===== config.mk =====
export PLATFORM = sky130hd
export DESIGN_NAME = hsv_to_rgb_converter
export DESIGN_NICKNAME = d
export VERILOG_FILES = /design/src/hsv_pkg.sv /design/src/hsv_to_rgb_converter.sv
export VERILOG_INCLUDE_DIRS = /design/src /design/src/src
export SDC_FILE = /design/constraint.sdc
export NUM_CORES = 1
export LEC_CHECK = 0
export ABC_AREA = 1
export BUFFER_PORTS_ARGS = -buffer_cell sky130_fd_sc_hd__buf_2
export CORE_UTILIZATION = 40
export DETAILED_ROUTE_END_ITERATION = 12
export PLACE_DENSITY = 0.53
export SYNTH_ARGS = -nofsm -noshare
export SYNTH_HDL_FRONTEND = slang
export SYNTH_SLANG_ARGS = --single-unit

===== constraint.sdc =====
create_clock -name clk_i -period 17.3 [get_ports clk_i]
set_input_delay 0.865 -clock clk_i [delete_from_list [all_inputs] [get_ports clk_i]]
set_output_delay 0.865 -clock clk_i [all_outputs]
set_load 0.1 [all_outputs]

===== src/hsv_to_rgb_converter_assert.svh =====
// assertion helpers for the hsv to rgb converter
`ifndef HSV_TO_RGB_CONVERTER_ASSERT_SVH
`define HSV_TO_RGB_CONVERTER_ASSERT_SVH

// checked while out of reset
`define HSV_ASSERT(lbl, prop, msg) \
  lbl: assert property (@(posedge clk_i) disable iff (!rst_ni) prop) else $error(msg);

// checked at every edge, reset included
`define HSV_ASSERT_ALWAYS(lbl, prop, msg) \
  lbl: assert property (@(posedge clk_i) prop) else $error(msg);

`endif


===== src/hsv_pkg.sv =====
package hsv_pkg;

  typedef enum logic [2:0] {
    SEC_RED_YEL = 3'd0,
    SEC_YEL_GRN = 3'd1,
    SEC_GRN_CYN = 3'd2,
    SEC_CYN_BLU = 3'd3,
    SEC_BLU_MAG = 3'd4,
    SEC_MAG_RED = 3'd5
  } sector_e;

  // hue arithmetic on an offset 17-bit copy of the hue
  localparam logic [16:0] HUE_OFFSET  = 17'd34560;
  localparam logic [16:0] HUE_SECTOR  = 17'd960;
  localparam logic [10:0] SEC_RECIP   = 11'd1092;
  localparam int          SEC_SHIFT   = 20;
  localparam logic [5:0]  SIX_RECIP   = 6'd43;
  localparam int          SIX_SHIFT   = 8;
  localparam logic [20:0] R15_RECIP   = 21'd1118481;
  localparam int          R15_SHIFT   = 24;
  localparam int          COLOR_W     = 9;
  localparam int          CLAMP_W     = 10;

endpackage


===== src/hsv_to_rgb_converter.sv =====
// hsv to rgb pixel converter
// input channel s_axis: one hsv pixel per beat, hue in 1/16 degree (any value,
// wrapped modulo 360 degrees), saturation and brightness signed with
// COLOR_FRAC_BITS fraction bits, clamped to 0..1
// output channel m_axis: one rgb pixel per beat, 9-bit channels with
// COLOR_FRAC_BITS fraction bits
// throughput: one pixel per cycle while the receiver does not stall; the seven
// register stages are set by the reciprocal multiplies for the sector split and
// the fraction, then the saturation and brightness multiplies
// reset clears all stage valid bits, so no output beat is pending after it
// when the receiver stalls the whole pipeline holds in place, s_axis_tready
// drops, and every beat resumes unchanged once m_axis_tready returns
// zero saturation yields gray with all three channels equal to brightness
module hsv_to_rgb_converter #(
  parameter int COLOR_FRAC_BITS = 8
) (
  input  logic        clk_i,
  input  logic        rst_ni,
  input  logic        s_axis_tvalid,
  output logic        s_axis_tready,
  input  logic [39:0] s_axis_tdata,  // hue[15:0], saturation[26:16], brightness[37:27]
  output logic        m_axis_tvalid,
  input  logic        m_axis_tready,
  output logic [31:0] m_axis_tdata   // red[8:0], green[17:9], blue[26:18]
);

  import hsv_pkg::*;

  localparam int F      = COLOR_FRAC_BITS;
  localparam int ONE_W  = F + 1;
  localparam int YW     = F + 4;
  localparam int PW     = CLAMP_W + ONE_W;
  localparam int NS     = 7;
  localparam logic [ONE_W-1:0] ONE = {1'b1, {F{1'b0}}};
  localparam int ONE_INT = 1 << F;
  localparam logic [CLAMP_W-1:0] CLAMP_MAX =
    CLAMP_W'((ONE_INT < 1023) ? ONE_INT : 1023);

  function automatic logic [CLAMP_W-1:0] clamp_unit(input logic [10:0] x);
    logic [CLAMP_W-1:0] r;
    if (x[10]) begin
      r = '0;
    end else if (x[9:0] > CLAMP_MAX) begin
      r = CLAMP_MAX;
    end else begin
      r = x[9:0];
    end
    return r;
  endfunction

  logic          en;
  logic [NS-1:0] vld_q;

  assign en            = !vld_q[NS-1] || m_axis_tready;
  assign s_axis_tready = en;
  assign m_axis_tvalid = vld_q[NS-1];

  always_ff @(posedge clk_i or negedge rst_ni) begin
    if (!rst_ni) begin
      vld_q <= '0;
    end else if (en) begin
      vld_q <= {vld_q[NS-2:0], s_axis_tvalid};
    end
  end

  // stage 1: clamp, offset hue, sector estimate
  logic [16:0]        u1_d, u1_q;
  logic [27:0]        est_prod;
  logic [6:0]         est1_q;
  logic [CLAMP_W-1:0] s1_d, v1_d, s1_q, v1_q;
  logic               zero1_q;

  assign u1_d     = {s_axis_tdata[15], s_axis_tdata[15:0]} + HUE_OFFSET;
  assign est_prod = 28'(u1_d) * 28'(SEC_RECIP);
  assign s1_d     = clamp_unit(s_axis_tdata[26:16]);
  assign v1_d     = clamp_unit(s_axis_tdata[37:27]);

  always_ff @(posedge clk_i) begin
    if (en) begin
      u1_q    <= u1_d;
      est1_q  <= est_prod[SEC_SHIFT+6:SEC_SHIFT];
      s1_q    <= s1_d;
      v1_q    <= v1_d;
      zero1_q <= (s1_d == '0);
    end
  end

  // stage 2: remainder, sector, scaled remainder
  logic [16:0]        rem0, rem_fix;
  logic [6:0]         qq;
  logic [11:0]        six_prod;
  logic [6:0]         sec_raw;
  logic [CLAMP_W+F-1:0] rem_ext;
  sector_e            sec2_q;
  logic [YW-1:0]      y2_q;
  logic [CLAMP_W-1:0] s2_q, v2_q;
  logic               zero2_q;

  assign rem0     = u1_q - 17'(est1_q) * HUE_SECTOR;
  assign rem_fix  = (rem0 >= HUE_SECTOR) ? rem0 - HUE_SECTOR : rem0;
  assign qq       = (rem0 >= HUE_SECTOR) ? est1_q + 7'd1 : est1_q;
  assign six_prod = 12'(qq) * 12'(SIX_RECIP);
  assign sec_raw  = qq - 7'(six_prod >> SIX_SHIFT) * 7'd6;
  assign rem_ext  = {rem_fix[CLAMP_W-1:0], {F{1'b0}}};

  always_ff @(posedge clk_i) begin
    if (en) begin
      sec2_q  <= sector_e'(sec_raw[2:0]);
      y2_q    <= rem_ext[YW+5:6];
      s2_q    <= s1_q;
      v2_q    <= v1_q;
      zero2_q <= zero1_q;
    end
  end

  // stage 3: fraction estimate by reciprocal of 15, p product
  logic [YW+20:0]     f_prod;
  logic [PW-1:0]      p_prod;
  logic [F-1:0]       fest3_q;
  logic [YW-1:0]      y3_q;
  logic [CLAMP_W-1:0] p3_q, s3_q, v3_q;
  sector_e            sec3_q;
  logic               zero3_q;

  assign f_prod = (YW+21)'(y2_q) * (YW+21)'(R15_RECIP);
  assign p_prod = PW'(v2_q) * PW'(ONE - ONE_W'(s2_q));

  always_ff @(posedge clk_i) begin
    if (en) begin
      fest3_q <= f_prod[R15_SHIFT+F-1:R15_SHIFT];
      y3_q    <= y2_q;
      p3_q    <= p_prod[F+CLAMP_W-1:F];
      s3_q    <= s2_q;
      v3_q    <= v2_q;
      sec3_q  <= sec2_q;
      zero3_q <= zero2_q;
    end
  end

  // stage 4: fraction correction
  logic [YW-1:0]      f_left;
  logic [F-1:0]       f4_q;
  logic [CLAMP_W-1:0] p4_q, s4_q, v4_q;
  sector_e            sec4_q;
  logic               zero4_q;

  assign f_left = y3_q - YW'(fest3_q) * YW'(15);

  always_ff @(posedge clk_i) begin
    if (en) begin
      f4_q    <= (f_left >= YW'(15)) ? fest3_q + F'(1) : fest3_q;
      p4_q    <= p3_q;
      s4_q    <= s3_q;
      v4_q    <= v3_q;
      sec4_q  <= sec3_q;
      zero4_q <= zero3_q;
    end
  end

  // stage 5: saturation times fraction
  logic [PW-1:0]      sf5_q, sg5_q;
  logic [CLAMP_W-1:0] p5_q, v5_q;
  sector_e            sec5_q;
  logic               zero5_q;

  always_ff @(posedge clk_i) begin
    if (en) begin
      sf5_q   <= PW'(s4_q) * PW'(f4_q);
      sg5_q   <= PW'(s4_q) * PW'(ONE - ONE_W'(f4_q));
      p5_q    <= p4_q;
      v5_q    <= v4_q;
      sec5_q  <= sec4_q;
      zero5_q <= zero4_q;
    end
  end

  // stage 6: q and t
  logic [ONE_W-1:0]   qm, tm;
  logic [PW-1:0]      q_prod, t_prod;
  logic [CLAMP_W-1:0] q6_q, t6_q, p6_q, v6_q;
  sector_e            sec6_q;
  logic               zero6_q;

  assign qm     = ONE - ONE_W'(sf5_q >> F);
  assign tm     = ONE - ONE_W'(sg5_q >> F);
  assign q_prod = PW'(v5_q) * PW'(qm);
  assign t_prod = PW'(v5_q) * PW'(tm);

  always_ff @(posedge clk_i) begin
    if (en) begin
      q6_q    <= q_prod[F+CLAMP_W-1:F];
      t6_q    <= t_prod[F+CLAMP_W-1:F];
      p6_q    <= p5_q;
      v6_q    <= v5_q;
      sec6_q  <= sec5_q;
      zero6_q <= zero5_q;
    end
  end

  // stage 7: channel order and output register
  logic [CLAMP_W-1:0] r_d, g_d, b_d;
  logic [COLOR_W-1:0] red_q, green_q, blue_q;

  always_comb begin
    if (zero6_q) begin
      r_d = v6_q;
      g_d = v6_q;
      b_d = v6_q;
    end else begin
      case (sec6_q)
        SEC_RED_YEL: begin r_d = v6_q; g_d = t6_q; b_d = p6_q; end
        SEC_YEL_GRN: begin r_d = q6_q; g_d = v6_q; b_d = p6_q; end
        SEC_GRN_CYN: begin r_d = p6_q; g_d = v6_q; b_d = t6_q; end
        SEC_CYN_BLU: begin r_d = p6_q; g_d = q6_q; b_d = v6_q; end
        SEC_BLU_MAG: begin r_d = t6_q; g_d = p6_q; b_d = v6_q; end
        default:     begin r_d = v6_q; g_d = p6_q; b_d = q6_q; end
      endcase
    end
  end

  always_ff @(posedge clk_i) begin
    if (en) begin
      red_q   <= r_d[COLOR_W-1:0];
      green_q <= g_d[COLOR_W-1:0];
      blue_q  <= b_d[COLOR_W-1:0];
    end
  end

  assign m_axis_tdata = {5'd0, blue_q, green_q, red_q};

  `include "hsv_to_rgb_converter_assert.svh"

  `HSV_ASSERT(a_split_range, vld_q[1] |-> (y2_q < YW'(((960 << F) >> 6)) && sec2_q <= SEC_MAG_RED), "sector split out of range")
  `HSV_ASSERT(a_qtp_bound, vld_q[5] |-> (q6_q <= v6_q && t6_q <= v6_q && p6_q <= v6_q), "q t p exceed value")
  `HSV_ASSERT(a_gray_out, (vld_q[5] && zero6_q && en) |=> (red_q == green_q && green_q == blue_q), "gray pixel channels differ")
  `HSV_ASSERT(a_stall_hold, !en |=> $stable(vld_q), "pipeline moved while stalled")

endmodule


## Word level (Yosys, flattened, before mapping)

Cells that the tools add are included.

- Input port bits: 44
- Memories kept: 0
- RAM bits: 0
- Latch bits: 0
- Register bits after elaboration: 302
- Logic and storage cells: 91
- Output and inout bits: 34
- Bits in read-only memories: 0

- Divide/modulo/power cells: 0
- Multiply operators: 11
- Reductions and logical operators: 9
- Shifts and indexed selects: 0
- Equality and inequality tests: 4
- Mux-type cells: 12
- Add/sub/neg operators: 11
- Bitwise operators: 0
- Magnitude comparators: 4

Operators with widths:

| operator | count |
|---|---|
| $pmux 9 s3 | 3 |
| $mux 9 | 4 |
| $mul 10x9->17 | 2 |
| $mul 11x10->17 | 2 |
| $mul 10x21->30 const B | 1 |
| $mux 10 | 3 |
| $mul 17x9->25 const B | 1 |
| $gt 10x9->1 const B | 2 |
| $sub 9x9->9 const A | 2 |
| $add 17x16->17 const B | 1 |
| $ge 17x10->1 const B | 1 |
| $mul 10x8->17 | 1 |
| $sub 17x17->17 | 1 |
| $ge 12x4->1 const B | 1 |
| $mul 7x6->12 const B | 1 |
| $mul 8x4->12 const B | 1 |
| $sub 12x12->12 | 1 |
| $mul 7x4->11 const B | 1 |
| $logic_not 10->1 | 1 |
| $reduce_or 2->1 | 5 |
| $sub 10x10->10 const B | 1 |
| $sub 9x8->10 const A | 1 |
| $sub 9x9->10 const A | 1 |
| $add 8x1->8 const B | 1 |
| 11 further kinds | 12 |

## Logic depth before layout (Yosys ltp)

- Depth in word-level cells: 7
- Depth in mapped cells: 46
- Depth with buffers taken out: 46

## Worst setup path after synthesis

OpenSTA, ideal clock, no wires.

- Path type: register -> register
- From: register vld_q[6]
- To: register vld_q[2]
- Arrival: 9.882 ns
- Setup slack: 6.917 ns
- Library setup time: 0.501 ns
- Stages on the path, launching flop included: 4
- Buffers on the path: 1
- Period minus slack after synthesis: 10.383 ns
- Required time: 16.799 ns
- Cell sequence: dfrtp_1 -> nand2_1 -> clkbuf_1 -> a21oi_1

- Cells in the longest elaborated chain, start to end: 2

RTL lines:

| what | line | RTL |
|---|---|---|
| start: declaration | hsv_to_rgb_converter.sv:52 | `logic [NS-1:0] vld_q;` |
| start signal: assignment | hsv_to_rgb_converter.sv:62 | `vld_q <= {vld_q[NS-2:0], s_axis_tvalid};` |
| $logic_not 1->1 | hsv_to_rgb_converter.sv:54 | `assign en = !vld_q[NS-1] \|\| m_axis_tready;` |
| $logic_or 1x1->1 | hsv_to_rgb_converter.sv:54 |  |
| net s_axis_tready | hsv_to_rgb_converter.sv:20 | `output logic s_axis_tready,` |

The timed path passes the listed nets, and every way through them passes these cells.
A chain may end at the register's enable or synchronous reset.

## Final worst setup path

- From: register est1_q[2]
- To: register sec2_q[2] (data pin)

- Cells in the longest elaborated chain, start to end: 7
- Elaborated cells on any way between the ends: 8
- Those cells by class: add/sub (3); mul (3); order compare (1); mux (1)

RTL lines:

| what | line | RTL |
|---|---|---|
| start: declaration | hsv_to_rgb_converter.sv:69 | `logic [6:0] est1_q;` |
| start signal: assignment | hsv_to_rgb_converter.sv:81 | `est1_q <= est_prod[SEC_SHIFT+6:SEC_SHIFT];` |
| $mul 7x4->11 | hsv_to_rgb_converter.sv:99 | `assign rem0 = u1_q - 17'(est1_q) * HUE_SECTOR;` |
| $sub 17x17->17 | hsv_to_rgb_converter.sv:99 |  |
| $ge 17x10->1 | hsv_to_rgb_converter.sv:101 | `assign qq = (rem0 >= HUE_SECTOR) ? est1_q + 7'd1 : est1_q;` |
| $mux 7 * | hsv_to_rgb_converter.sv:101 |  |
| $mul 7x6->12 | hsv_to_rgb_converter.sv:102 | `assign six_prod = 12'(qq) * 12'(SIX_RECIP);` |
| $mul 4x2->2 | hsv_to_rgb_converter.sv:103 | `assign sec_raw = qq - 7'(six_prod >> SIX_SHIFT) * 7'd6;` |
| $sub 3x3->3 * | hsv_to_rgb_converter.sv:103 |  |
| net sec_raw[2] | hsv_to_rgb_converter.sv:92 | `logic [6:0] sec_raw;` |
| end signal: assignment | hsv_to_rgb_converter.sv:108 | `sec2_q <= sector_e'(sec_raw[2:0]);` |
| end: declaration | hsv_to_rgb_converter.sv:94 | `sector_e sec2_q;` |

Mark *: on every way through the listed nets, which the timed path passes. The rest lies on a longest branch.

==> results.py <==
metrics = {
    "worst_setup_path": {
        "cp_data_required_time_ns": 17.62,
        "slowest_delay_ns": 0.55,
        "crit_path_start_kind": "flop",
        "crit_slowest_cell": "fa_1",
        "setup.worst_path.class": "flop to flop",
        "cp_max_fo": 13,
        "endpoint_kind": "flop",
        "arrival_ns": 8.21,
    },
    "logic_synthesis": {
        "ys_seq_area_share_pct": 30.0,
        "syn_avg_cell_area_um2": 9.49,
        "synth_warnings": 0,
        "synth-edff-count": 279,
        "synthFlopType": "edfxtp_1",
        "async_reset_ff_share_pct": 2.45,
        "syn_area_um2": 28500,
        "ys_seq_elements": 286,
        "netlist_instances": 3000,
        "synthDistinctLibCells": 53,
    },
    "sta": {
        "finalMaxSlewViolations": 0,
        "setup_tns_ns": 0,
        "fmax_mhz": 127,
        "rsz0062_at_grt": "no",
        "finalSetupViolations": 0,
        "slew_headroom_pct": 36.1,
        "hold_violations": 0,
        "tightest_slew_ns": 0.959,
        "finalCritPeriodShare_pct": 45.6,
        "period_needed_ns": 7.89,
        "skew_ns": 0.0326,
    },
    "place": {
        "io_buffers": 70,
        "dpl.hpwl_mm": 47.9,
        "numPlacedInstances": 3967,
        "place_congestion": 0.884,
    },
    "min_path": {
        "hold_class": "input pin to async pin",
    },
    "floorplan": {
        "fp.dieArea_um2": 72200,
        "die_y_um": 269,
        "die_w_um": 269,
        "core_area_um2": 70300,
        "start_util_pct": 40.5,
        "io_pins": 78,
        "rows": 97,
    },
    "global_routing": {
        "grt_util_all_layers_pct": 17.6,
        "antenna_found_initial": 0,
        "grt_pass1_vias": 20700,
        "gr-total-overflow": 0,
        "grt_pass1_wl_mm": 102,
        "grt_max_degree": 181,
    },
    "final_layout": {
        "stdcell_count": 4033,
        "layout_common_cells": "inv_1, nand2_1, ha_1",
        "fillCellCount": 6744,
        "antenna_cells": 0,
        "area_delta_synth_final_pct": 8.96,
        "fin_nets": 3772,
        "drive_gt1_share_pct": 5.40,
        "layout_commonest_cell": "inv_1",
    },
    "clocking": {
        "clock_path_buffers": 3,
        "post_cts_buffers": 0,
        "clockRootBuffer": "clkbuf_16",
        "post_cts_resized": 0,
        "cts_buffers": 36,
        "cts_hold_buffers": 0,
        "clk_transition_reported_paths_ns": 0.07,
        "h-tree-depth": 2,
        "cts_num_sinks": 286,
        "clkLatencyLatePin_ns": 0.55,
        "cts_tree": "built",
    },
    "flow_run": {
        "cap_violations": 0,
    },
    "route": {
        "drc": 0,
        "routed_wl_mm": 60.3,
        "drt_iter0_markers": 842,
        "ant_nets": 0,
        "vias": 19500,
        "via_per_inst": 4.83,
        "wl_per_cell_um": 14.9,
        "drtPass1Iterations": 5,
    },
    "outcome": {
        "run_status": "complete, no violations",
    },
}
cell usage after synthesis, types with 10 or more instances:
cell type,number,area [um^2]
a21o_1,15,113
a21oi_1,96,480
clkbuf_1,45,169
edfxtp_1,279,8380
fa_1,319,6390
ha_1,344,4300
inv_1,697,2620
nand2_1,530,1990
nand3_1,55,275
nand4_1,21,131
nor2_1,241,905
nor3_1,22,110
o21ai_0,63,315
o21ai_1,10,50.1
o221ai_1,11,96.3
o22ai_1,10,62.6
xnor2_1,49,429
xor2_1,81,709
kinds of logic after synthesis:
family | after synthesis | share of synthesized area, %
fa+ha+maj | 663 | 37.6
buf+inv | 761 | 10.1
flops | 286 | 30.0
compound gates | 243 | 4.96
mux | 1 | 0.0396
xor+xnor | 133 | 4.21
simple gates | 912 | 13.0
other cells | 1 | 0.0132
worst max-delay path, delay by kind of cell, from the launching register on:
family	cells	cell delay, ns
xor+xnor	2	0.35
compound gates	8	1.34
fa+ha+maj	9	3.43
simple gates	14	1.25
buf+inv	9	0.77
flops	1	0.48
metal layers:
metal  track usage, %  wire length [um]
met1             23.3             27600
met2             29.8             28900
met3             2.06              2130
met4             5.73              1670
met5                0                 0
metrics by stage:
step,setup WS (ns),hold slack [ns],instance area [um^2],util (%)
after floorplan,6.92,0.400,28500,-
after global placement,9.40,0.401,29800,42.5
after detailed placement,9.37,0.405,29800,42.5
after CTS,9.36,0.104,31000,44.1
after global routing,8.83,0.123,31000,44.1
final,9.41,0.132,31000,44.1
cell type report:
type                    instances  area (um^2)  share of cell area [%]
clock buffers                  41          982                    3.17
clock inverters                25          196                   0.633
inverters                     708         2660                    8.57
multi-input cells            1959        17100                    55.0
flip-flops and latches        286         8550                    27.6
well taps                     940         1180                    3.79
repair buffers                 74          393                    1.27
worst paths after layout:
path	startpoint	endpoint	slack [ns]	depth (start not counted)
hold reg to reg	v4_q[6]	v5_q[6]	0.41	0
setup / recovery	est1_q[2]	sec2_q[2]	9.41	42
setup reg to reg	est1_q[2]	sec2_q[2]	9.41	42
max in group asynchronous	rst_ni	vld_q[0]	17.02	1
min in group clk_i	v4_q[6]	v5_q[6]	0.41	0
hold / removal	rst_ni	vld_q[3]	0.13	1
registers in the layout, summed over array words and instances, names as in the netlist, 10 cells and up:
register  flops
u1_q         17
s1_q         10
s2_q         10
s3_q         10
s4_q         10
v1_q         10
v2_q         10
v3_q         10
v4_q         10
v5_q         10
y2_q         10
y3_q         10
Power is left out: the tool's default activity adds up to more than one toggle a clock period on the data nets, which glitch-free logic cannot reach.
